===== config.mk =====
export PLATFORM = sky130hd
export DESIGN_NAME = stepper_rate_ramp_controller
export DESIGN_NICKNAME = d
export VERILOG_FILES = /design/src/srrc_pkg.sv /design/src/stepper_rate_ramp_controller.sv
export SDC_FILE = /design/constraint.sdc
export NUM_CORES = 2
export LEC_CHECK = 0
export ABC_AREA = 0
export BUFFER_PORTS_ARGS = -buffer_cell sky130_fd_sc_hd__buf_2
export CELL_PAD_IN_SITES_DETAIL_PLACEMENT = 0
export CELL_PAD_IN_SITES_GLOBAL_PLACEMENT = 1
export CORE_ASPECT_RATIO = 1.1
export CORE_MARGIN = 2
export CORE_UTILIZATION = 35
export CTS_BUF_LIST = sky130_fd_sc_hd__clkbuf_8
export DETAILED_ROUTE_END_ITERATION = 10
export GPL_TIMING_DRIVEN = 0
export PLACE_DENSITY = 0.6
export SLEW_MARGIN = 0
export SYNTH_ARGS = -nofsm -noshare
export SYNTH_HDL_FRONTEND = slang
export SYNTH_SLANG_ARGS = --single-unit
export TNS_END_PERCENT = 50

===== constraint.sdc =====
create_clock -name clk -period 11.05 [get_ports clk]
set_input_delay 2.21 -clock clk [delete_from_list [all_inputs] [get_ports clk]]
set_output_delay 2.21 -clock clk [all_outputs]
set_load 0.02 [all_outputs]

===== src/srrc_pkg.sv =====
// Shared types, widths and constants of the stepper rate ramp controller.
`timescale 1ns / 1ps

package srrc_pkg;

  // Field widths.
  localparam int RATE_W      = 14;
  localparam int HZ_W        = 16;
  localparam int COUNT_W     = 31;
  localparam int WRAP_W      = 16;
  localparam int LEVEL_W     = 15;
  localparam int RAMP_LEN_W  = 20;
  localparam int TICK_W      = 10;
  localparam int PHASE_W     = 2;
  localparam int CFG_INDEX_W = 1;
  localparam int CFG_DATA_W  = 14;

  // Defaults of the ramp shape.
  localparam int RATE_INCREMENT_DEF      = 16;
  localparam int TICKS_PER_INCREMENT_DEF = 1000;

  // Rate limits and register reset values.
  localparam logic [RATE_W-1:0] LOW_HZ           = 14'd8;
  localparam logic [RATE_W-1:0] HIGH_HZ          = 14'd16000;
  localparam logic [RATE_W-1:0] MAX_RATE_RESET   = 14'd16000;
  localparam logic [RATE_W-1:0] RAMP_START_RESET = 14'd15960;

  // Wrap formula: TOP_WRAP - ceil((rate - 8) * SLOPE_NUM / SLOPE_DEN).
  localparam logic [WRAP_W-1:0] TOP_WRAP = 16'd62500;
  localparam logic [WRAP_W-1:0] MIN_WRAP = 16'd31;
  localparam int SLOPE_NUM_W = 18;
  localparam logic [SLOPE_NUM_W-1:0] SLOPE_NUM = 18'd249875;
  localparam int SLOPE_DEN   = 63968;
  localparam int PROD_X_W    = 32;
  localparam logic [PROD_X_W-1:0] DEN_BIAS = 32'(SLOPE_DEN - 1);
  // SLOPE_DEN is 32 times an odd number; the odd part is divided by reciprocal.
  localparam int DEN_SHIFT   = 5;
  localparam int DEN_ODD     = SLOPE_DEN / (2 ** DEN_SHIFT);
  localparam int QUOT_IN_W   = PROD_X_W - DEN_SHIFT;
  localparam int RECIP_SHIFT = QUOT_IN_W + 11;
  localparam int WRAP_RECIP_W = 28;
  localparam logic [WRAP_RECIP_W-1:0] WRAP_RECIP =
    28'(((64'd1 << RECIP_SHIFT) + 64'(DEN_ODD) - 64'd1) / 64'(DEN_ODD));
  localparam int PROD_Y_W    = QUOT_IN_W + WRAP_RECIP_W;

  // Operation codes.
  localparam logic OP_TICK = 1'b0;
  localparam logic OP_MOVE = 1'b1;

  // Configuration register indexes.
  localparam logic [CFG_INDEX_W-1:0] REG_MAX_RATE   = 1'd0;
  localparam logic [CFG_INDEX_W-1:0] REG_RAMP_START = 1'd1;

  // Ramp phase codes.
  localparam logic [PHASE_W-1:0] PHASE_STEADY = 2'd0;
  localparam logic [PHASE_W-1:0] PHASE_UP     = 2'd1;
  localparam logic [PHASE_W-1:0] PHASE_DOWN   = 2'd2;

  typedef struct packed {
    logic               op;
    logic [HZ_W-1:0]    rate_hz;
    logic [COUNT_W-1:0] count;
  } item_t;

  typedef struct packed {
    logic [WRAP_W-1:0]  period_wrap;
    logic [LEVEL_W-1:0] compare_level;
    logic               pwm_running;
    logic               driver_disable;
    logic [COUNT_W-1:0] steps_left;
    logic [RATE_W-1:0]  current_rate;
    logic [PHASE_W-1:0] ramp_phase;
    logic               rate_rejected;
  } result_t;

endpackage


===== src/stepper_rate_ramp_controller.sv =====
// Stepper rate controller with trapezoidal ramp and PWM period computation.
`timescale 1ns / 1ps

// Usage
// The item channel (item_valid, item_ready, item) takes one word per step
// tick or move command. A move command loads a microstep count and a rate;
// a step tick counts one microstep down and steps the ramp. Every accepted
// word gives exactly one result word on the result channel (result_valid,
// result_ready, result) with the PWM wrap, compare level and controller status.
// The cfg channel writes max_rate_hz (index 0) and ramp_start_hz (index 1);
// cfg_ready is always high; the user must write only while idle (not checked).
// Pipeline: a word passes through the input register, state update, rate
// product, reciprocal product and output register stages before its result.
// Throughput: one word per cycle while result_ready stays high. Controller
// state is updated as a word leaves the input register, so back-to-back words
// see each other's effects; the wrap arithmetic follows in two multiplier stages.
// Each stage holds its word while the next one is full, so a stalled receiver
// fills the pipeline and then drops item_ready; bubbles are squeezed out.
// Reset (rst, synchronous) empties the pipeline, restores both registers to
// 16000 and 15960 Hz, stops the motor (PWM off, driver disabled) and clears
// the count and the ramp.

module stepper_rate_ramp_controller import srrc_pkg::*; #(
  parameter int RATE_INCREMENT      = RATE_INCREMENT_DEF,
  parameter int TICKS_PER_INCREMENT = TICKS_PER_INCREMENT_DEF
) (
  input  logic                   clk,
  input  logic                   rst,
  input  logic                   item_valid,
  output logic                   item_ready,
  input  item_t                  item,
  output logic                   result_valid,
  input  logic                   result_ready,
  output result_t                result,
  input  logic                   cfg_valid,
  output logic                   cfg_ready,
  input  logic [CFG_INDEX_W-1:0] cfg_index,
  input  logic [CFG_DATA_W-1:0]  cfg_data
);

  // Rate step and its exact reciprocal for dividing a 14-bit rate span.
  localparam int RI_W     = $clog2(RATE_INCREMENT + 1);
  localparam int RI_LOG   = $clog2(RATE_INCREMENT);
  localparam int Q_SHIFT  = RATE_W + RI_LOG;
  localparam int RECIP_W  = RATE_W + 1;
  localparam int QPROD_W  = RATE_W + RECIP_W;
  localparam logic [RI_W-1:0] RI_STEP = RI_W'(RATE_INCREMENT);
  localparam logic [RECIP_W-1:0] RI_RECIP =
    RECIP_W'(((64'd1 << Q_SHIFT) + 64'(RATE_INCREMENT) - 64'd1) / 64'(RATE_INCREMENT));
  localparam logic [TICK_W-1:0] TICK_RELOAD = TICK_W'(TICKS_PER_INCREMENT);
  localparam int LPROD_W = RATE_W + TICK_W + 1;
  localparam logic [LPROD_W-1:0] RAMP_LEN_SAT = LPROD_W'({RAMP_LEN_W{1'b1}});

  typedef struct packed {
    logic               pwm_running;
    logic               driver_disable;
    logic [COUNT_W-1:0] steps_left;
    logic [RATE_W-1:0]  current_rate;
    logic [PHASE_W-1:0] ramp_phase;
    logic               rate_rejected;
  } status_t;

  // Configuration registers.
  logic [RATE_W-1:0] max_rate_hz;
  logic [RATE_W-1:0] ramp_start_hz;

  // Controller state. The ramp length is kept as its quotient part; the
  // length itself is rebuilt from it when a tick compares against it.
  logic [COUNT_W-1:0] remaining_steps;
  logic [RATE_W-1:0]  rate_now;
  logic [RATE_W-1:0]  rate_goal;
  logic [RATE_W-1:0]  ramp_quot;
  logic               ramp_on;
  logic [TICK_W-1:0]  tick_countdown;
  logic               going_up;
  logic               going_down;
  logic               pwm_enabled;
  logic               driver_off;

  // Pipeline registers.
  logic                  s0_valid;
  item_t                 s0_item;
  logic                  s1_valid;
  status_t               s1_status;
  logic [RATE_W-1:0]     s1_rate_off;
  logic                  s2_valid;
  status_t               s2_status;
  logic [PROD_X_W-1:0]   s2_x;
  logic                  s3_valid;
  status_t               s3_status;
  logic [PROD_Y_W-1:0]   s3_p;

  // Flow control: a stage may load when it is empty or its word moves on.
  logic out_free, s3_free, s2_free, s1_free, s0_free, s0_go;

  assign out_free   = !result_valid || result_ready;
  assign s3_free    = !s3_valid || out_free;
  assign s2_free    = !s2_valid || s3_free;
  assign s1_free    = !s1_valid || s2_free;
  assign s0_free    = !s0_valid || s1_free;
  assign s0_go      = s0_valid && s1_free;
  assign item_ready = s0_free;
  assign cfg_ready  = 1'b1;

  // Next state for the word in the input register.
  logic [RATE_W-1:0]     top_hz, hz_cl, start_eff;
  logic                  rejected;
  logic [RATE_W-1:0]     rate_span;
  logic [QPROD_W-1:0]    quot_prod;
  logic [LPROD_W-1:0]    len_full;
  logic [RAMP_LEN_W-1:0] ramp_len;
  logic [TICK_W-1:0]     tc_dec;
  logic [RATE_W:0]       rate_sum;
  logic [RATE_W-1:0]     rate_held;

  logic [COUNT_W-1:0] remaining_steps_next;
  logic [RATE_W-1:0]  rate_now_next;
  logic [RATE_W-1:0]  rate_goal_next;
  logic [RATE_W-1:0]  ramp_quot_next;
  logic               ramp_on_next;
  logic [TICK_W-1:0]  tick_countdown_next;
  logic               going_up_next;
  logic               going_down_next;
  logic               pwm_enabled_next;
  logic               driver_off_next;
  status_t            s1_status_next;

  always_comb begin
    top_hz = (max_rate_hz > HIGH_HZ) ? HIGH_HZ : max_rate_hz;
    hz_cl  = (s0_item.rate_hz > HZ_W'(top_hz)) ? top_hz : s0_item.rate_hz[RATE_W-1:0];
    if (ramp_start_hz < LOW_HZ) begin
      start_eff = LOW_HZ;
    end else if (ramp_start_hz > HIGH_HZ) begin
      start_eff = HIGH_HZ;
    end else begin
      start_eff = ramp_start_hz;
    end
    rejected  = (s0_item.op == OP_MOVE) && (hz_cl < LOW_HZ);
    rate_span = hz_cl - start_eff;
    quot_prod = QPROD_W'(rate_span) * QPROD_W'(RI_RECIP);
    len_full  = LPROD_W'(ramp_quot) * LPROD_W'(TICK_RELOAD) + LPROD_W'(1);
    if (!ramp_on) begin
      ramp_len = '0;
    end else if (len_full > RAMP_LEN_SAT) begin
      ramp_len = '1;
    end else begin
      ramp_len = len_full[RAMP_LEN_W-1:0];
    end

    remaining_steps_next = remaining_steps;
    rate_now_next        = rate_now;
    rate_goal_next       = rate_goal;
    ramp_quot_next       = ramp_quot;
    ramp_on_next         = ramp_on;
    tick_countdown_next  = tick_countdown;
    going_up_next        = going_up;
    going_down_next      = going_down;
    pwm_enabled_next     = pwm_enabled;
    driver_off_next      = driver_off;
    tc_dec               = '0;
    rate_sum             = '0;

    if (s0_item.op == OP_MOVE) begin
      if (!rejected) begin
        remaining_steps_next = s0_item.count;
        going_down_next      = 1'b0;
        rate_goal_next       = hz_cl;
        if (hz_cl >= start_eff) begin
          rate_now_next       = start_eff;
          ramp_quot_next      = RATE_W'(quot_prod >> Q_SHIFT);
          ramp_on_next        = 1'b1;
          tick_countdown_next = TICK_RELOAD;
          going_up_next       = 1'b1;
        end else begin
          rate_now_next = hz_cl;
          ramp_on_next  = 1'b0;
          going_up_next = 1'b0;
        end
        pwm_enabled_next = 1'b1;
        driver_off_next  = 1'b0;
      end
    end else begin
      // A tick at zero count stops the motor; the count never wraps.
      if (remaining_steps == '0) begin
        pwm_enabled_next = 1'b0;
        driver_off_next  = 1'b1;
      end else begin
        remaining_steps_next = remaining_steps - COUNT_W'(1);
      end
      // Enter ramp down once the remaining count drops inside the ramp.
      if ((remaining_steps_next < COUNT_W'(ramp_len)) && !going_down) begin
        going_down_next     = 1'b1;
        going_up_next       = 1'b0;
        tick_countdown_next = TICK_RELOAD;
      end
      tc_dec = tick_countdown_next - TICK_W'(1);
      if (going_down_next) begin
        if (tc_dec == '0) begin
          tick_countdown_next = TICK_RELOAD;
          if ((RATE_W+1)'(rate_now) < (RATE_W+1)'(start_eff) + (RATE_W+1)'(RI_STEP)) begin
            rate_now_next   = start_eff;
            going_down_next = 1'b0;
          end else begin
            rate_now_next = rate_now - RATE_W'(RI_STEP);
          end
        end else begin
          tick_countdown_next = tc_dec;
        end
      end else if (going_up_next) begin
        if (tc_dec == '0) begin
          tick_countdown_next = TICK_RELOAD;
          rate_sum = (RATE_W+1)'(rate_now) + (RATE_W+1)'(RI_STEP);
          if (rate_sum >= (RATE_W+1)'(rate_goal)) begin
            rate_now_next = rate_goal;
            going_up_next = 1'b0;
          end else begin
            rate_now_next = rate_sum[RATE_W-1:0];
          end
        end else begin
          tick_countdown_next = tc_dec;
        end
      end
    end

    if (rate_now_next < LOW_HZ) begin
      rate_held = LOW_HZ;
    end else if (rate_now_next > HIGH_HZ) begin
      rate_held = HIGH_HZ;
    end else begin
      rate_held = rate_now_next;
    end

    s1_status_next.pwm_running    = pwm_enabled_next;
    s1_status_next.driver_disable = driver_off_next;
    s1_status_next.steps_left     = remaining_steps_next;
    s1_status_next.current_rate   = rate_now_next;
    s1_status_next.ramp_phase     = going_down_next ? PHASE_DOWN :
                                    (going_up_next ? PHASE_UP : PHASE_STEADY);
    s1_status_next.rate_rejected  = rejected;
  end

  // Wrap arithmetic: ceil(x / SLOPE_DEN) = floor((x + SLOPE_DEN - 1) / SLOPE_DEN),
  // done as a 5-bit shift and an exact reciprocal product for the odd part.
  logic [PROD_X_W-1:0]  x_biased;
  logic [QUOT_IN_W-1:0] quot_in;
  logic [WRAP_W-1:0]    wrap_quot;
  logic [WRAP_W-1:0]    wrap_val;

  assign x_biased  = s2_x + DEN_BIAS;
  assign quot_in   = x_biased[PROD_X_W-1:DEN_SHIFT];
  assign wrap_quot = WRAP_W'(s3_p >> RECIP_SHIFT);
  assign wrap_val  = TOP_WRAP - wrap_quot;

  // Control state, configuration and valid bits.
  always_ff @(posedge clk) begin
    if (rst) begin
      max_rate_hz     <= MAX_RATE_RESET;
      ramp_start_hz   <= RAMP_START_RESET;
      remaining_steps <= '0;
      rate_now        <= '0;
      rate_goal       <= '0;
      ramp_quot       <= '0;
      ramp_on         <= 1'b0;
      tick_countdown  <= '0;
      going_up        <= 1'b0;
      going_down      <= 1'b0;
      pwm_enabled     <= 1'b0;
      driver_off      <= 1'b1;
      s0_valid        <= 1'b0;
      s1_valid        <= 1'b0;
      s2_valid        <= 1'b0;
      s3_valid        <= 1'b0;
      result_valid    <= 1'b0;
    end else begin
      if (cfg_valid) begin
        unique case (cfg_index)
          REG_MAX_RATE:   max_rate_hz   <= cfg_data;
          REG_RAMP_START: ramp_start_hz <= cfg_data;
          default: ;
        endcase
      end
      if (s0_go) begin
        remaining_steps <= remaining_steps_next;
        rate_now        <= rate_now_next;
        rate_goal       <= rate_goal_next;
        ramp_quot       <= ramp_quot_next;
        ramp_on         <= ramp_on_next;
        tick_countdown  <= tick_countdown_next;
        going_up        <= going_up_next;
        going_down      <= going_down_next;
        pwm_enabled     <= pwm_enabled_next;
        driver_off      <= driver_off_next;
      end
      if (s0_free)  s0_valid     <= item_valid;
      if (s1_free)  s1_valid     <= s0_valid;
      if (s2_free)  s2_valid     <= s1_valid;
      if (s3_free)  s3_valid     <= s2_valid;
      if (out_free) result_valid <= s3_valid;
    end
  end

  // Payload registers.
  always_ff @(posedge clk) begin
    if (item_valid && s0_free) begin
      s0_item <= item;
    end
    if (s0_go) begin
      s1_status   <= s1_status_next;
      s1_rate_off <= rate_held - LOW_HZ;
    end
    if (s1_valid && s2_free) begin
      s2_status <= s1_status;
      s2_x      <= PROD_X_W'(s1_rate_off) * PROD_X_W'(SLOPE_NUM);
    end
    if (s2_valid && s3_free) begin
      s3_status <= s2_status;
      s3_p      <= PROD_Y_W'(quot_in) * PROD_Y_W'(WRAP_RECIP);
    end
    if (s3_valid && out_free) begin
      result.period_wrap    <= wrap_val;
      result.compare_level  <= wrap_val[WRAP_W-1:1];
      result.pwm_running    <= s3_status.pwm_running;
      result.driver_disable <= s3_status.driver_disable;
      result.steps_left     <= s3_status.steps_left;
      result.current_rate   <= s3_status.current_rate;
      result.ramp_phase     <= s3_status.ramp_phase;
      result.rate_rejected  <= s3_status.rate_rejected;
    end
  end

  // The ramp runs in one direction at a time.
  assert property (@(posedge clk) disable iff (rst) !(going_up && going_down))
    else $error("ramp up and ramp down active together");

  // The PWM and the driver are switched together.
  assert property (@(posedge clk) disable iff (rst) pwm_enabled != driver_off)
    else $error("PWM enable and driver disable out of step");

  // A tick with no steps left stops the motor.
  assert property (@(posedge clk) disable iff (rst)
      s0_go && (s0_item.op == OP_TICK) && (remaining_steps == '0)
      |=> !pwm_enabled && driver_off && (remaining_steps == '0))
    else $error("tick at zero count did not stop the motor");

  // The reciprocal division keeps the wrap in MIN_WRAP..TOP_WRAP; rate <= HIGH_HZ.
  assert property (@(posedge clk) disable iff (rst)
      result_valid |-> (result.period_wrap >= MIN_WRAP) && (result.period_wrap <= TOP_WRAP)
                       && (rate_now <= HIGH_HZ))
    else $error("period wrap or rate out of range");

endmodule


==> impl_metrics.yaml <==
min_path:
  hp-class: "register to register"
critical_path:
  worst_path_largest_cell_delay_ps: 590
  worstSetupEndpointType: "register"
  critical_path.max_fanout: 7
  worst_ep_arrival_time_ps: 11050
  worst-r2r-setup-slack_ps: 410
  critical_path_required_ps: 11450
  timing_worst_setup_path_type: "register to register"
  worst_setup_path_start_kind: "register"
  critPathSlowestCell: "sky130_fd_sc_hd__or4_4"
global_routing:
  pin_count_of_the_biggest_net_entering_global_routing: 35
  first_global_vias: 26760
  number_of_antenna_violations_at_the_first_check_in_global_routing: 5
  globalRouteTotalUtil: 0.1869
  grt.overflow.total: 0
  grt_pass1_wl_um: 155700
timing:
  slew-limit-headroom: 0.07659
  final_min_period_over_clock_period: 0.9631
  worst_clock_skew_ps: 54.37
  min_period_ps: 10640
  setup-violations-final: 0
  worst_slew_pin_slew_ps: 1375
  final_max_slew_viol_count: 0
  postLayoutSetupSlackWorst_ps: 407.2
  fmax_mhz: 93.96
  timing_hold_violations_final: 0
floorplanning:
  initial_core_util: 0.3517
  overall_die_area_sq_mm: 0.1084
  coreArea_sq_mm: 0.1053
  ios: 152
  number_of_rows_in_the_core_area: 125
  die-height_um: 345.1
  die_w_um: 314.1
yosys:
  ys_types: 86
  syn_avg_cell_area_sq_um: 10.46
  synth_edf_count: 326
  ys_ff_latch: 443
  yosys_warnings: 0
  yosys_most_used_dff: "sky130_fd_sc_hd__edfxtp_1"
  synth.cell_area_sq_mm: 0.03701
  mappedNetlistNets: 4452
  share_of_synthesized_area_occupied_by_flip_flops_and_latches: 0.3278
  post_synthesis_async_set_or_reset_flop_share: 0
  syn-instance-count: 3540
detailed_routing:
  route.detailed.wl_per_inst_um: 19.06
  drt_iter0_drc: 1370
  vias: 25630
  routed_wl_um: 100600
  firstDrtPassIters: 7
  route.antenna.remaining_nets: 0
  drc: 0
  avgViaCountPerCell: 4.857
clock_tree:
  clockRootBuffer: "sky130_fd_sc_hd__clkbuf_8"
  tritoncts_clock_tree: "yes"
  clock_tree.buffer_depth: 3
  clk-insertion-delay-late_ps: 730
  cts-htree-levels: 3
  clkSinkCount: 443
  tritoncts.num_buffers: 80
  clk_pin_slew_ps: 60
  cts-hold-fix-buffers: 0
placed_design:
  preCtsSetupSlack_ps: -2006
  port-buffer-count: 149
  finalWeightedCongestion: 0.9083
  detailedPlacementHpwl_um: 81610
job:
  maxCapViolCount: 0
finish:
  drive_gt1_frac: 0.1135
  ff_latch_area_sq_mm: 0.01214
  areaGrowthSynthToFinish_pct: 13.96
  multiInputGateArea_sq_mm: 0.02235
  fill_cells: 10530
  post-route-util: 0.4007
  nets: 4724
run_status:
  run_status: "completed"
cells in the mapped netlist (6+ instances only):
cell | number | area (sq um)
sky130_fd_sc_hd__inv_1 | 687 | 2579
sky130_fd_sc_hd__ha_1 | 516 | 6456
sky130_fd_sc_hd__fa_1 | 328 | 6566
sky130_fd_sc_hd__edfxtp_1 | 326 | 9789
sky130_fd_sc_hd__nand2_1 | 243 | 912.1
sky130_fd_sc_hd__nor2_1 | 189 | 709.4
sky130_fd_sc_hd__a21oi_1 | 139 | 695.7
sky130_fd_sc_hd__dfxtp_1 | 117 | 2342
sky130_fd_sc_hd__xnor2_1 | 99 | 867.1
sky130_fd_sc_hd__o21ai_0 | 86 | 430.4
sky130_fd_sc_hd__clkbuf_1 | 68 | 255.2
sky130_fd_sc_hd__a21o_1 | 66 | 495.5
sky130_fd_sc_hd__nand3_1 | 51 | 255.2
sky130_fd_sc_hd__nor3_1 | 50 | 250.2
sky130_fd_sc_hd__xor2_1 | 45 | 394.1
sky130_fd_sc_hd__a211oi_1 | 44 | 330.3
sky130_fd_sc_hd__a22oi_1 | 34 | 255.2
sky130_fd_sc_hd__mux2i_1 | 31 | 310.3
sky130_fd_sc_hd__nor4_1 | 29 | 181.4
sky130_fd_sc_hd__nand4_1 | 27 | 168.9
sky130_fd_sc_hd__o22ai_1 | 22 | 137.6
sky130_fd_sc_hd__nand3b_1 | 21 | 157.7
sky130_fd_sc_hd__or3_1 | 20 | 125.1
sky130_fd_sc_hd__buf_4 | 18 | 135.1
sky130_fd_sc_hd__a31oi_1 | 17 | 106.4
sky130_fd_sc_hd__and3_1 | 17 | 106.4
sky130_fd_sc_hd__nor2b_1 | 17 | 106.4
sky130_fd_sc_hd__o21a_1 | 15 | 112.6
sky130_fd_sc_hd__or2_2 | 14 | 87.58
sky130_fd_sc_hd__a211o_1 | 12 | 105.1
sky130_fd_sc_hd__and2_1 | 12 | 75.07
sky130_fd_sc_hd__mux2_2 | 11 | 123.9
sky130_fd_sc_hd__nand2b_1 | 11 | 68.82
sky130_fd_sc_hd__o211ai_1 | 11 | 82.58
sky130_fd_sc_hd__a21boi_0 | 9 | 67.56
sky130_fd_sc_hd__o2bb2ai_1 | 9 | 78.83
sky130_fd_sc_hd__and4_1 | 8 | 70.07
sky130_fd_sc_hd__buf_2 | 8 | 40.04
sky130_fd_sc_hd__nor3b_1 | 8 | 60.06
sky130_fd_sc_hd__or4_1 | 8 | 60.06
sky130_fd_sc_hd__buf_1 | 7 | 26.28
sky130_fd_sc_hd__o31ai_1 | 7 | 52.55
sky130_fd_sc_hd__a2111oi_0 | 6 | 52.55
sequential cells by signal, indices dropped and copies added, names as in the netlist, 10 cells and up:
signal,flops
result,66
s1_status,50
s2_status,50
s3_status,50
s0_item,48
s2_x,32
remaining_steps,31
s3_p,16
max_rate_hz,14
ramp_start_hz,14
rate_goal,14
rate_now,14
s1_rate_off,14
ramp_quot,10
tick_countdown,10
per-layer routing:
metal | track usage | routed length (um) | vias to the layer above
met5 | 0 | 13 | -
met1 | 0.2355 | 43290 | 12510
met2 | 0.3283 | 50470 | 432
met3 | 0.02444 | 3658 | 162
li1 | - | - | 12530
met4 | 0.06152 | 3130 | 2
path summary, 6_finish.rpt:
path,cells after the start,end,from
setup reg to reg,48,s1_rate_off[11]$_DFFE_PP_,ramp_quot[2]$_SDFFE_PP0P_
hold / removal,0,s2_status[14]$_DFFE_PP_,s1_status[14]$_DFFE_PP_
setup / recovery,48,s1_rate_off[11]$_DFFE_PP_,ramp_quot[2]$_SDFFE_PP0P_
hold reg to reg,0,s2_status[14]$_DFFE_PP_,s1_status[14]$_DFFE_PP_
cell usage in the layout, fill, tap and decap left out, types with 41 or more instances in the layout:
master                       n
sky130_fd_sc_hd__xnor2_1    87
sky130_fd_sc_hd__a211oi_1   41
sky130_fd_sc_hd__nor3_1     49
sky130_fd_sc_hd__nor2_1    189
sky130_fd_sc_hd__buf_2     158
sky130_fd_sc_hd__edfxtp_1  326
sky130_fd_sc_hd__dfxtp_1   112
sky130_fd_sc_hd__clkbuf_8   83
sky130_fd_sc_hd__ha_1      512
sky130_fd_sc_hd__buf_4      45
sky130_fd_sc_hd__a21oi_1   134
sky130_fd_sc_hd__nand2_1   239
sky130_fd_sc_hd__a21o_1     65
sky130_fd_sc_hd__inv_1     709
sky130_fd_sc_hd__fa_1      328
sky130_fd_sc_hd__clkbuf_1   67
sky130_fd_sc_hd__nand3_1    50
sky130_fd_sc_hd__o21ai_0    78
through the flow:
stage               cell area, sq um  setup TNS [ps]  hold slack (ps)  std cells
floorplan                      37020               0            400.3       3540
global placement               39510          -78560            400.4       5086
detailed placement             39840          -28740            404.5       5099
CTS                            41860               0            377.5       5257
global route                   42180          -28.84            389.2       5277
finish                         42180               0            382.1       5277
what timing repair did:
item / in CTS / in global routing
pin swaps: 13 / 19
resized for setup: 58 / 44
setup endpoints to repair: 43 / 21
buffers inserted: 11 / 18
logic make-up (layout without fill, tap and decap cells):
logic type	after synthesis	after routing	share of synthesized area
AND/OR/NAND/NOR	744	744	0.09695
buffers and inverters	792	1129	0.08248
flip-flops	443	443	0.3278
other	1	4	0.0001013
multiplexers	43	43	0.01214
XOR/XNOR	144	144	0.03407
adder cells (fa/ha/maj)	844	844	0.3518
AO/OA/AOI/OAI	529	529	0.09468
cell type report:
type                       instances  share of cell area
buffer                           100             0.01136
antenna                            3           0.0001780
clock buffer                      83             0.02708
sequential                       443              0.2878
tap                             1397             0.04144
clock inverter                    64             0.01184
multi-input combinational       2305              0.5297
inverter                         691             0.06164
timing repair buffer             191             0.02892
worst max-delay path, delay by kind of cell (launching register included):
family | cells | cell delay (ps)
buffers and inverters | 8 | 850
xor gates and xnor gates | 2 | 230
AOI/OAI and AO/OA | 15 | 2150
DFF | 1 | 370
adders and majority gates | 8 | 2850
muxes | 2 | 570
and+or+nand+nor | 13 | 3320
Power is not shown: default switching activity piles up to over one toggle a cycle in this logic, so the estimate is an artifact.
